===== config.mk =====
export PLATFORM = sky130hd
export DESIGN_NAME = axis_calibrate_scale_unit
export DESIGN_NICKNAME = d
export VERILOG_FILES = /design/src/design/acs_pkg.sv /design/src/design/acs_div.sv /design/src/design/acs_ctrl.sv /design/src/design/acs_dp.sv /design/src/design/axis_calibrate_scale_unit.sv
export SDC_FILE = /design/constraint.sdc
export NUM_CORES = 2
export LEC_CHECK = 0
export BUFFER_PORTS_ARGS = -buffer_cell sky130_fd_sc_hd__buf_2
export CORE_MARGIN = 5
export CORE_UTILIZATION = 35
export CTS_CLUSTER_SIZE = 20
export DETAILED_ROUTE_END_ITERATION = 10
export GPL_TIMING_DRIVEN = 0
export PLACE_DENSITY_LB_ADDON = 0.05
export SYNTH_ARGS = -nofsm -noshare
export SYNTH_HDL_FRONTEND = slang
export SYNTH_SLANG_ARGS = --single-unit

===== constraint.sdc =====
create_clock -name clk -period 8.85 [get_ports clk]
set_clock_uncertainty 0.2 [all_clocks]
set_input_delay 1.3275 -clock clk [delete_from_list [all_inputs] [get_ports clk]]
set_output_delay 1.3275 -clock clk [all_outputs]
set_load 0.02 [all_outputs]

===== src/design/acs_pkg.sv =====
package acs_pkg;

  // Fixed field widths
  localparam int AXIS_W   = 2;
  localparam int SAMPLE_W = 12;
  localparam int WIDE_W   = 16;
  localparam int VALUE_W  = 16;
  localparam int GAIN_W   = 32;
  localparam int PROD_W   = WIDE_W + GAIN_W;

  // Full-scale numerators of the gain division
  localparam logic [WIDE_W-1:0] FULL_POS = 16'h7FFF;
  localparam logic [WIDE_W-1:0] FULL_NEG = 16'h8000;

  // Saturation limits of the scaled value
  localparam logic [VALUE_W-1:0] SAT_POS = 16'h7FFF;
  localparam logic [VALUE_W-1:0] SAT_NEG = 16'h8000;

  typedef enum logic [2:0] {
    ST_IDLE,
    ST_DEV,
    ST_DIV,
    ST_MUL,
    ST_FIN
  } acs_state_t;

  typedef struct packed {
    logic accept;     // latch the input word
    logic calc;       // form deviation, update tracking state
    logic div_start;  // launch both gain divisions
    logic gain_wr;    // store the division results
    logic mul;        // register deviation times gain
    logic out_load;   // load the output register
  } acs_cmd_t;

  typedef struct packed {
    logic zero_out;   // result is zero: held or axis out of range
    logic release_cal;// released word that ends calibration
    logic div_done;   // both divisions finished
    logic out_busy;   // output register full and not taken
  } acs_status_t;

endpackage


===== src/design/acs_div.sv =====
module acs_div #(
  parameter int DW = 32
) (
  input  logic          clk,
  input  logic          rst,
  input  logic          start,
  input  logic [DW-1:0] dividend,
  input  logic [15:0]   divisor,
  output logic          done,
  output logic [DW-1:0] quotient
);
  import acs_pkg::*;

  localparam int CW = $clog2(DW + 1);

  logic [DW-1:0] num;
  logic [15:0]   rem;
  logic [15:0]   dvs;
  logic [CW-1:0] cnt;
  logic          busy;
  logic [16:0]   trial;
  logic          ge;
  logic [16:0]   diff;

  // One quotient bit per cycle, restoring form
  assign trial = {rem, num[DW-1]};
  assign ge    = trial >= {1'b0, dvs};
  assign diff  = trial - {1'b0, dvs};

  always_ff @(posedge clk) begin
    if (rst) begin
      busy <= 1'b0;
      done <= 1'b0;
      cnt  <= '0;
    end else if (start) begin
      busy <= 1'b1;
      done <= 1'b0;
      cnt  <= CW'(DW);
    end else if (busy) begin
      cnt <= cnt - 1'b1;
      if (cnt == CW'(1)) begin
        busy <= 1'b0;
        done <= 1'b1;
      end
    end
  end

  always_ff @(posedge clk) begin
    if (start) begin
      num <= dividend;
      rem <= '0;
      dvs <= divisor;
    end else if (busy) begin
      rem <= ge ? diff[15:0] : trial[15:0];
      num <= {num[DW-2:0], ge};
    end
  end

  assign quotient = num;

endmodule


===== src/design/acs_ctrl.sv =====
module acs_ctrl (
  input  logic                 clk,
  input  logic                 rst,
  input  logic                 s_tvalid,
  output logic                 s_tready,
  input  acs_pkg::acs_status_t status,
  output acs_pkg::acs_cmd_t    cmd
);
  import acs_pkg::*;

  acs_state_t state;
  acs_state_t state_next;

  always_ff @(posedge clk) begin
    if (rst) begin
      state <= ST_IDLE;
    end else begin
      state <= state_next;
    end
  end

  always_comb begin
    state_next = state;
    unique case (state)
      ST_IDLE: begin
        if (s_tvalid) state_next = ST_DEV;
      end
      ST_DEV: begin
        if (status.zero_out)         state_next = ST_FIN;
        else if (status.release_cal) state_next = ST_DIV;
        else                         state_next = ST_MUL;
      end
      ST_DIV: begin
        if (status.div_done) state_next = ST_MUL;
      end
      ST_MUL: state_next = ST_FIN;
      ST_FIN: begin
        if (!status.out_busy) state_next = ST_IDLE;
      end
      default: state_next = ST_IDLE;
    endcase
  end

  always_comb begin
    cmd      = '0;
    s_tready = 1'b0;
    unique case (state)
      ST_IDLE: begin
        s_tready   = 1'b1;
        cmd.accept = s_tvalid;
      end
      ST_DEV: begin
        cmd.calc      = 1'b1;
        cmd.div_start = !status.zero_out && status.release_cal;
      end
      ST_DIV:  cmd.gain_wr = status.div_done;
      ST_MUL:  cmd.mul = 1'b1;
      ST_FIN:  cmd.out_load = !status.out_busy;
      default: cmd = '0;
    endcase
  end

endmodule


===== src/design/acs_dp.sv =====
module acs_dp #(
  parameter int AXES           = 4,
  parameter int GAIN_FRAC_BITS = 16
) (
  input  logic                 clk,
  input  logic                 rst,
  input  acs_pkg::acs_cmd_t    cmd,
  output acs_pkg::acs_status_t status,
  input  logic [15:0]          s_tdata,
  input  logic [1:0]           s_tuser,
  output logic                 m_tvalid,
  input  logic                 m_tready,
  output logic [23:0]          m_tdata,
  output logic [1:0]           m_tuser
);
  import acs_pkg::*;

  localparam int IW = (AXES > 1) ? $clog2(AXES) : 1;
  localparam int DW = WIDE_W + GAIN_FRAC_BITS;
  localparam int MW = PROD_W - GAIN_FRAC_BITS;
  localparam logic [DW-1:0]     POS_NUM  = DW'(FULL_POS) << GAIN_FRAC_BITS;
  localparam logic [DW-1:0]     NEG_NUM  = DW'(FULL_NEG) << GAIN_FRAC_BITS;
  localparam logic [GAIN_W-1:0] GAIN_ONE = GAIN_W'(1) << GAIN_FRAC_BITS;

  // Per-axis state
  logic [WIDE_W-1:0] center   [AXES];
  logic [GAIN_W-1:0] pos_gain [AXES];
  logic [GAIN_W-1:0] neg_gain [AXES];
  logic [WIDE_W-1:0] dev_max  [AXES];  // largest positive deviation
  logic [WIDE_W-1:0] dev_min  [AXES];  // magnitude of most negative deviation
  logic [AXES-1:0]   calibrating;

  // Word under work
  logic [AXIS_W-1:0] axis_r;
  logic [WIDE_W-1:0] w_r;
  logic              held_r;
  logic [IW-1:0]     idx;
  logic              in_range;

  logic [16:0]       dev;
  logic              dev_pos;
  logic              dev_neg;
  logic [WIDE_W-1:0] dev_abs;

  logic              d_pos;
  logic [WIDE_W-1:0] d_mag;
  logic              zero_r;
  logic              done_r;
  logic              err_r;
  logic              zero_ext;

  logic [WIDE_W-1:0] div_pos;
  logic [WIDE_W-1:0] div_neg;
  logic              pdone;
  logic              ndone;
  logic [DW-1:0]     pquo;
  logic [DW-1:0]     nquo;
  logic [47:0]       pquo_x;
  logic [47:0]       nquo_x;
  logic [GAIN_W-1:0] pgain_new;
  logic [GAIN_W-1:0] ngain_new;

  logic [GAIN_W-1:0] gain_sel;
  logic [PROD_W-1:0] prod;
  logic [MW-1:0]     mag;
  logic [VALUE_W-1:0] mag_neg;
  logic [VALUE_W-1:0] value;

  assign idx      = IW'(axis_r);
  assign in_range = int'(axis_r) < AXES;

  // Deviation from the stored center, 17-bit two's complement
  assign dev     = {1'b0, w_r} - {1'b0, center[idx]};
  assign dev_neg = dev[16];
  assign dev_pos = !dev[16] && (dev != '0);
  assign dev_abs = dev_neg ? 16'(-dev) : dev[15:0];

  assign zero_ext = (dev_max[idx] == '0) || (dev_min[idx] == '0);
  assign div_pos  = zero_ext ? WIDE_W'(1) : dev_max[idx];
  assign div_neg  = zero_ext ? WIDE_W'(1) : dev_min[idx];

  assign status.zero_out    = !in_range || held_r;
  assign status.release_cal = in_range && !held_r && calibrating[idx];
  assign status.div_done    = pdone && ndone;
  assign status.out_busy    = m_tvalid && !m_tready;

  acs_div #(.DW(DW)) u_div_pos (
    .clk      (clk),
    .rst      (rst),
    .start    (cmd.div_start),
    .dividend (POS_NUM),
    .divisor  (div_pos),
    .done     (pdone),
    .quotient (pquo)
  );

  acs_div #(.DW(DW)) u_div_neg (
    .clk      (clk),
    .rst      (rst),
    .start    (cmd.div_start),
    .dividend (NEG_NUM),
    .divisor  (div_neg),
    .done     (ndone),
    .quotient (nquo)
  );

  // Clamp quotients that overflow 32 bits
  assign pquo_x    = 48'(pquo);
  assign nquo_x    = 48'(nquo);
  assign pgain_new = (|pquo_x[47:32]) ? '1 : pquo_x[31:0];
  assign ngain_new = (|nquo_x[47:32]) ? '1 : nquo_x[31:0];

  always_ff @(posedge clk) begin
    if (cmd.accept) begin
      axis_r <= s_tuser;
      w_r    <= {s_tdata[11:0], 4'b0000};
      held_r <= s_tdata[12];
    end
  end

  always_ff @(posedge clk) begin
    if (cmd.calc) begin
      d_pos  <= dev_pos;
      d_mag  <= dev_abs;
      zero_r <= status.zero_out;
      done_r <= status.release_cal;
      err_r  <= status.release_cal && zero_ext;
    end
    if (cmd.mul) begin
      prod <= d_mag * gain_sel;
    end
  end

  always_ff @(posedge clk) begin
    if (rst) begin
      calibrating <= '0;
      for (int i = 0; i < AXES; i++) begin
        center[i]   <= FULL_NEG;
        pos_gain[i] <= GAIN_ONE;
        neg_gain[i] <= GAIN_ONE;
        dev_max[i]  <= '0;
        dev_min[i]  <= '0;
      end
    end else begin
      if (cmd.calc && in_range && held_r) begin
        if (!calibrating[idx]) begin
          // first held word: take it as the center, restart tracking
          calibrating[idx] <= 1'b1;
          center[idx]      <= w_r;
          dev_max[idx]     <= '0;
          dev_min[idx]     <= '0;
        end else begin
          if (dev_pos && dev_abs > dev_max[idx]) dev_max[idx] <= dev_abs;
          if (dev_neg && dev_abs > dev_min[idx]) dev_min[idx] <= dev_abs;
        end
      end
      if (cmd.div_start) begin
        calibrating[idx] <= 1'b0;
      end
      if (cmd.gain_wr) begin
        pos_gain[idx] <= pgain_new;
        neg_gain[idx] <= ngain_new;
      end
    end
  end

  assign gain_sel = d_pos ? pos_gain[idx] : neg_gain[idx];

  // Drop fraction bits, saturate, apply sign
  assign mag     = prod[PROD_W-1:GAIN_FRAC_BITS];
  assign mag_neg = (mag > MW'(SAT_NEG)) ? SAT_NEG : mag[VALUE_W-1:0];

  always_comb begin
    priority if (zero_r) begin
      value = '0;
    end else if (d_pos) begin
      value = (mag > MW'(SAT_POS)) ? SAT_POS : mag[VALUE_W-1:0];
    end else begin
      value = VALUE_W'(0) - mag_neg;
    end
  end

  always_ff @(posedge clk) begin
    if (rst) begin
      m_tvalid <= 1'b0;
    end else if (cmd.out_load) begin
      m_tvalid <= 1'b1;
    end else if (m_tready) begin
      m_tvalid <= 1'b0;
    end
  end

  always_ff @(posedge clk) begin
    if (cmd.out_load) begin
      m_tuser <= axis_r;
      m_tdata <= {6'b000000, err_r, done_r, value};
    end
  end

endmodule


===== src/design/axis_calibrate_scale_unit.sv =====
// Channel  Direction  Payload
// -------  ---------  ------------------------------------------------------
// s_*      in         tuser: axis_sel[1:0]; tdata: sample[11:0], cal_held[12]
// m_*      out        tuser: axis_out[1:0];
//                     tdata: scaled_value[15:0], cal_done[16], cal_error[17]
//
// Steps: accept, deviation, multiply, output load per word; a held or
// out-of-range word skips the multiply; a release word adds the gain divisions.
// Reset: synchronous rst sets centers to mid scale, gains to 1.0, clears
// tracking and the output valid flag.
// Stalls: a finished word waits in the output register while the next input
// word is taken; output load holds only while that register is still full.
module axis_calibrate_scale_unit #(
  parameter int AXES           = 4,
  parameter int GAIN_FRAC_BITS = 16
) (
  input  logic        clk,
  input  logic        rst,
  input  logic        s_tvalid,
  output logic        s_tready,
  input  logic [15:0] s_tdata,   // sample[11:0], cal_held[12], zero pad
  input  logic [1:0]  s_tuser,   // axis_sel[1:0]
  output logic        m_tvalid,
  input  logic        m_tready,
  output logic [23:0] m_tdata,   // scaled_value[15:0], cal_done[16], cal_error[17], pad
  output logic [1:0]  m_tuser    // axis_out[1:0]
);
  import acs_pkg::*;

  acs_cmd_t    cmd;
  acs_status_t status;

  // Sequence one word at a time through the datapath
  acs_ctrl u_ctrl (
    .clk      (clk),
    .rst      (rst),
    .s_tvalid (s_tvalid),
    .s_tready (s_tready),
    .status   (status),
    .cmd      (cmd)
  );

  // Hold per-axis calibration state, dividers, multiplier, output register
  acs_dp #(
    .AXES           (AXES),
    .GAIN_FRAC_BITS (GAIN_FRAC_BITS)
  ) u_dp (
    .clk      (clk),
    .rst      (rst),
    .cmd      (cmd),
    .status   (status),
    .s_tdata  (s_tdata),
    .s_tuser  (s_tuser),
    .m_tvalid (m_tvalid),
    .m_tready (m_tready),
    .m_tdata  (m_tdata),
    .m_tuser  (m_tuser)
  );

endmodule


==> impl_metrics.py <==
metrics = {
    "run_status": {
        "status": "complete, no violations",
    },
    "cts": {
        "cts.sinks": 630,
        "clockBufferDepth": 3,
        "insertion_delay_ns": 0.66,
        "postCtsSetupRepairBufs": 0,
        "cts_tree": "built",
        "cts_buffers": 78,
        "path_clk_slew_ns": 0.06,
        "root_buffer": "clkbuf_16",
        "postCtsHoldBufs": 0,
        "htreeDepth": 3,
    },
    "critical_path": {
        "critical_path_class": "flip-flop to flip-flop",
        "cp_data_arrival_time_ns": 8.79,
        "worstPathMaxFanout": 10,
        "worstSetupStartpointType": "flip-flop",
        "crit_required_ns": 9.06,
        "end_kind": "flip-flop",
    },
    "drt": {
        "wirelength_um": 120000,
        "wl_per_cell_um": 22.3,
        "dr_total_vias": 26700,
        "ant_nets": 0,
        "drtIter0Drc": 1781,
        "vias_per_cell": 4.97,
        "drt-pass1-iter-count": 5,
        "drc_errors": 0,
    },
    "logic_synthesis": {
        "synth_edf_count": 508,
        "synth.area.top_cells": "edfxtp_1 (37%), fa_1 (15%), ha_1 (6.6%), dfxtp_1 (6.0%), mux4_2 (5.6%)",
        "syn_area_sq_mm": 0.0409,
        "yosysUniqueCellTypes": 75,
        "syn_avg_cell_area_sq_um": 11.2,
        "synth_async_sr_flop_share_pct": 0,
        "synth_top_area_share_pct": 37.3,
        "synthCells": 3641,
        "synth_area_leader_cell": "edfxtp_1",
        "ys_warn_count": 0,
        "synth_seq_cells": 630,
        "seq_area_frac_synth_pct": 43.3,
        "synth_top_flop_cell": "edfxtp_1",
    },
    "floorplanning": {
        "start_util_pct": 35.2,
        "row_count": 125,
        "ioPinCount": 50,
        "dieArea_sq_mm": 0.124,
        "die_w_um": 352,
        "die_h_um": 352,
        "coreArea_sq_mm": 0.116,
    },
    "global_routing": {
        "grt.total_usage_pct": 19.7,
        "grt_pass1_wl_um": 182000,
        "grt_antenna_before_repair": 6,
        "grt_pass1_vias": 27800,
        "overflow": 0,
        "grt_max_degree": 47,
    },
    "timing": {
        "drv_slew": 0,
        "tightest_slew_ns": 1.33,
        "whs_ns": 0.246,
        "min_period_ns": 8.58,
        "min_period_over_period_pct": 97.0,
        "setup_viol": 0,
        "fmax_mhz": 117,
        "rsz0062_at_grt": "true",
        "hold_viol": 0,
        "max_slew_margin_pct": 10.8,
    },
    "cells_and_area": {
        "syn2layout_area_growth_pct": 12.7,
        "drive_gt1_share_pct": 10.6,
        "nets": 4318,
    },
    "placed_design": {
        "hpwlAfterDp_um": 91700,
        "gp_congestion": 0.807,
        "port_buffers": 39,
    },
    "worst_hold_path": {
        "hold_path_class": "flip-flop to flip-flop",
    },
    "run": {
        "drv_cap": 0,
    },
}
==> per-layer routing <==
layer	track usage [%]	part of all wire [%]	routed length [um]	vias to the layer above
met5	0	0.011	13	-
met4	5.58	3.0	3640	2
met3	3.05	4.3	5140	151
met2	31.7	46	55000	508
met1	27.7	47	56100	13400
li1	-	-	-	12600
==> sequential cells by signal, summed over array words and instances (netlist names), 2 cells and up, named ones only <==
name                     count
u_dp.dev_max                48
u_dp.prod                   32
u_dp.u_div_pos.quotient     32
u_dp.u_div_neg.dvs          13
u_dp.u_div_neg.rem          16
u_dp.center                 48
u_dp.w_r                    12
u_dp.u_div_neg.cnt           6
u_dp.u_div_pos.cnt           6
u_dp.m_tdata                18
u_dp.pos_gain              128
u_dp.d_mag                  12
u_dp.dev_min                48
u_dp.u_div_pos.dvs          12
u_dp.axis_r                  2
u_dp.calibrating             4
u_ctrl.state                 3
u_dp.m_tuser                 2
u_dp.neg_gain              128
u_dp.u_div_neg.quotient     32
u_dp.u_div_pos.rem          16
==> cell families after synthesis <==
| group | synth area share [%] |
|---|---|
| other | 0.00918 |
| XOR/XNOR | 1.78 |
| multiplexers | 8.41 |
| flip-flops | 43.3 |
| buffers and inverters | 5.95 |
| adder cells (fa/ha/maj) | 21.2 |
| AND/OR/NAND/NOR | 14.0 |
| AO/OA/AOI/OAI | 5.28 |
==> metrics by stage <==
step	instance area [sq um]	std cells	worst slack, ns	util (%)	TNS, ns
2_1_floorplan	40900	3646	0.768	-	0
3_3_place_gp	43000	5209	-6.84	37.0	-730.81
3_5_place_dp	43400	5234	-1.97	37.4	-241.02
4_1_cts	46100	5374	0.00542	39.7	0
5_1_grt	46100	5368	-0.126	39.7	-0.126
6_report	46100	5369	0.270	39.7	0
==> critical path, cell delays in order, from the launching register on <==
cell and delay [ns]:
dfxtp_2 0.50, buf_2 0.38, clkbuf_4 0.34, mux4_2 0.36, mux2_2 0.33, clkbuf_1 0.27
and2_1 0.26, fa_1 0.52, fa_1 0.54, fa_1 0.55, fa_1 0.53, fa_1 0.49
ha_1 0.31, ha_1 0.37, a211oi_1 0.23, nor2_1 0.09, nor4_1 0.27, o21ai_1 0.21
a2111oi_4 0.37, nor2_1 0.22, a221oi_2 0.40, or4b_1 0.46, o311ai_0 0.12
==> final cells by class <==
type,count,area (sq um)
fill,11400,70000
multi-input combinational,2385,20900
sequential,630,17700
clock buffer,107,2140
tap,1524,1910
inverter,421,1580
buffer,202,905
timing repair buffer,64,510
clock inverter,35,397
antenna,1,2.50
==> layout by cell type (no fill, tap or decap), types with 78 or more instances in the layout <==
cell,netlist,final
edfxtp_1,508,508
and3_1,127,127
nand2_1,411,408
a21oi_1,122,121
clkbuf_16,0,78
fa_1,300,300
mux4_2,101,101
inv_1,419,419
ha_1,214,214
nor2_1,368,367
clkbuf_1,174,176
dfxtp_1,122,121
and2_1,145,145
==> what timing repair did <==
action	in CTS	in global routing
hold endpoints to repair	0	0
pin swaps	0	1
gates resized for setup	59	17
endpoints found under the setup margin	219	47
gates cloned	0	0
==> cell usage after synthesis (3+ instances only) <==
cell	n
edfxtp_1	508
inv_1	419
nand2_1	411
nor2_1	368
fa_1	300
ha_1	214
clkbuf_1	174
and2_1	145
and3_1	127
a21oi_1	122
dfxtp_1	122
mux4_2	101
mux2i_1	78
o21ai_0	63
xnor2_1	49
nor3_1	36
a211oi_1	34
mux2_2	34
xor2_1	34
a21o_1	32
nor2b_1	26
nand2b_1	24
nor4_1	20
nand3_1	17
buf_2	16
o21a_1	13
or2_2	13
a31oi_1	12
nand4_1	12
o21bai_1	11
buf_1	10
buf_4	8
o211ai_1	5
o31ai_1	5
or3_1	5
a2111oi_0	4
a221oi_1	4
nand3b_1	4
o22ai_1	4
o31a_1	4
a211o_1	3
nor4b_1	3
o21ai_1	3
or4_1	3
==> worst paths after layout <==
kind	start	to	slack (ns)	depth (start not counted)
max	flip-flop	u_dp.prod[46]	0.27	22
min	u_dp.axis_r[0]	u_dp.m_tuser[0]	0.25	0
max reg2reg	flip-flop	u_dp.prod[46]	0.27	22
min reg2reg	u_dp.axis_r[0]	u_dp.m_tuser[0]	0.25	0
Power is not shown: default switching activity piles up to over one toggle a cycle in this logic, so the estimate is an artifact.
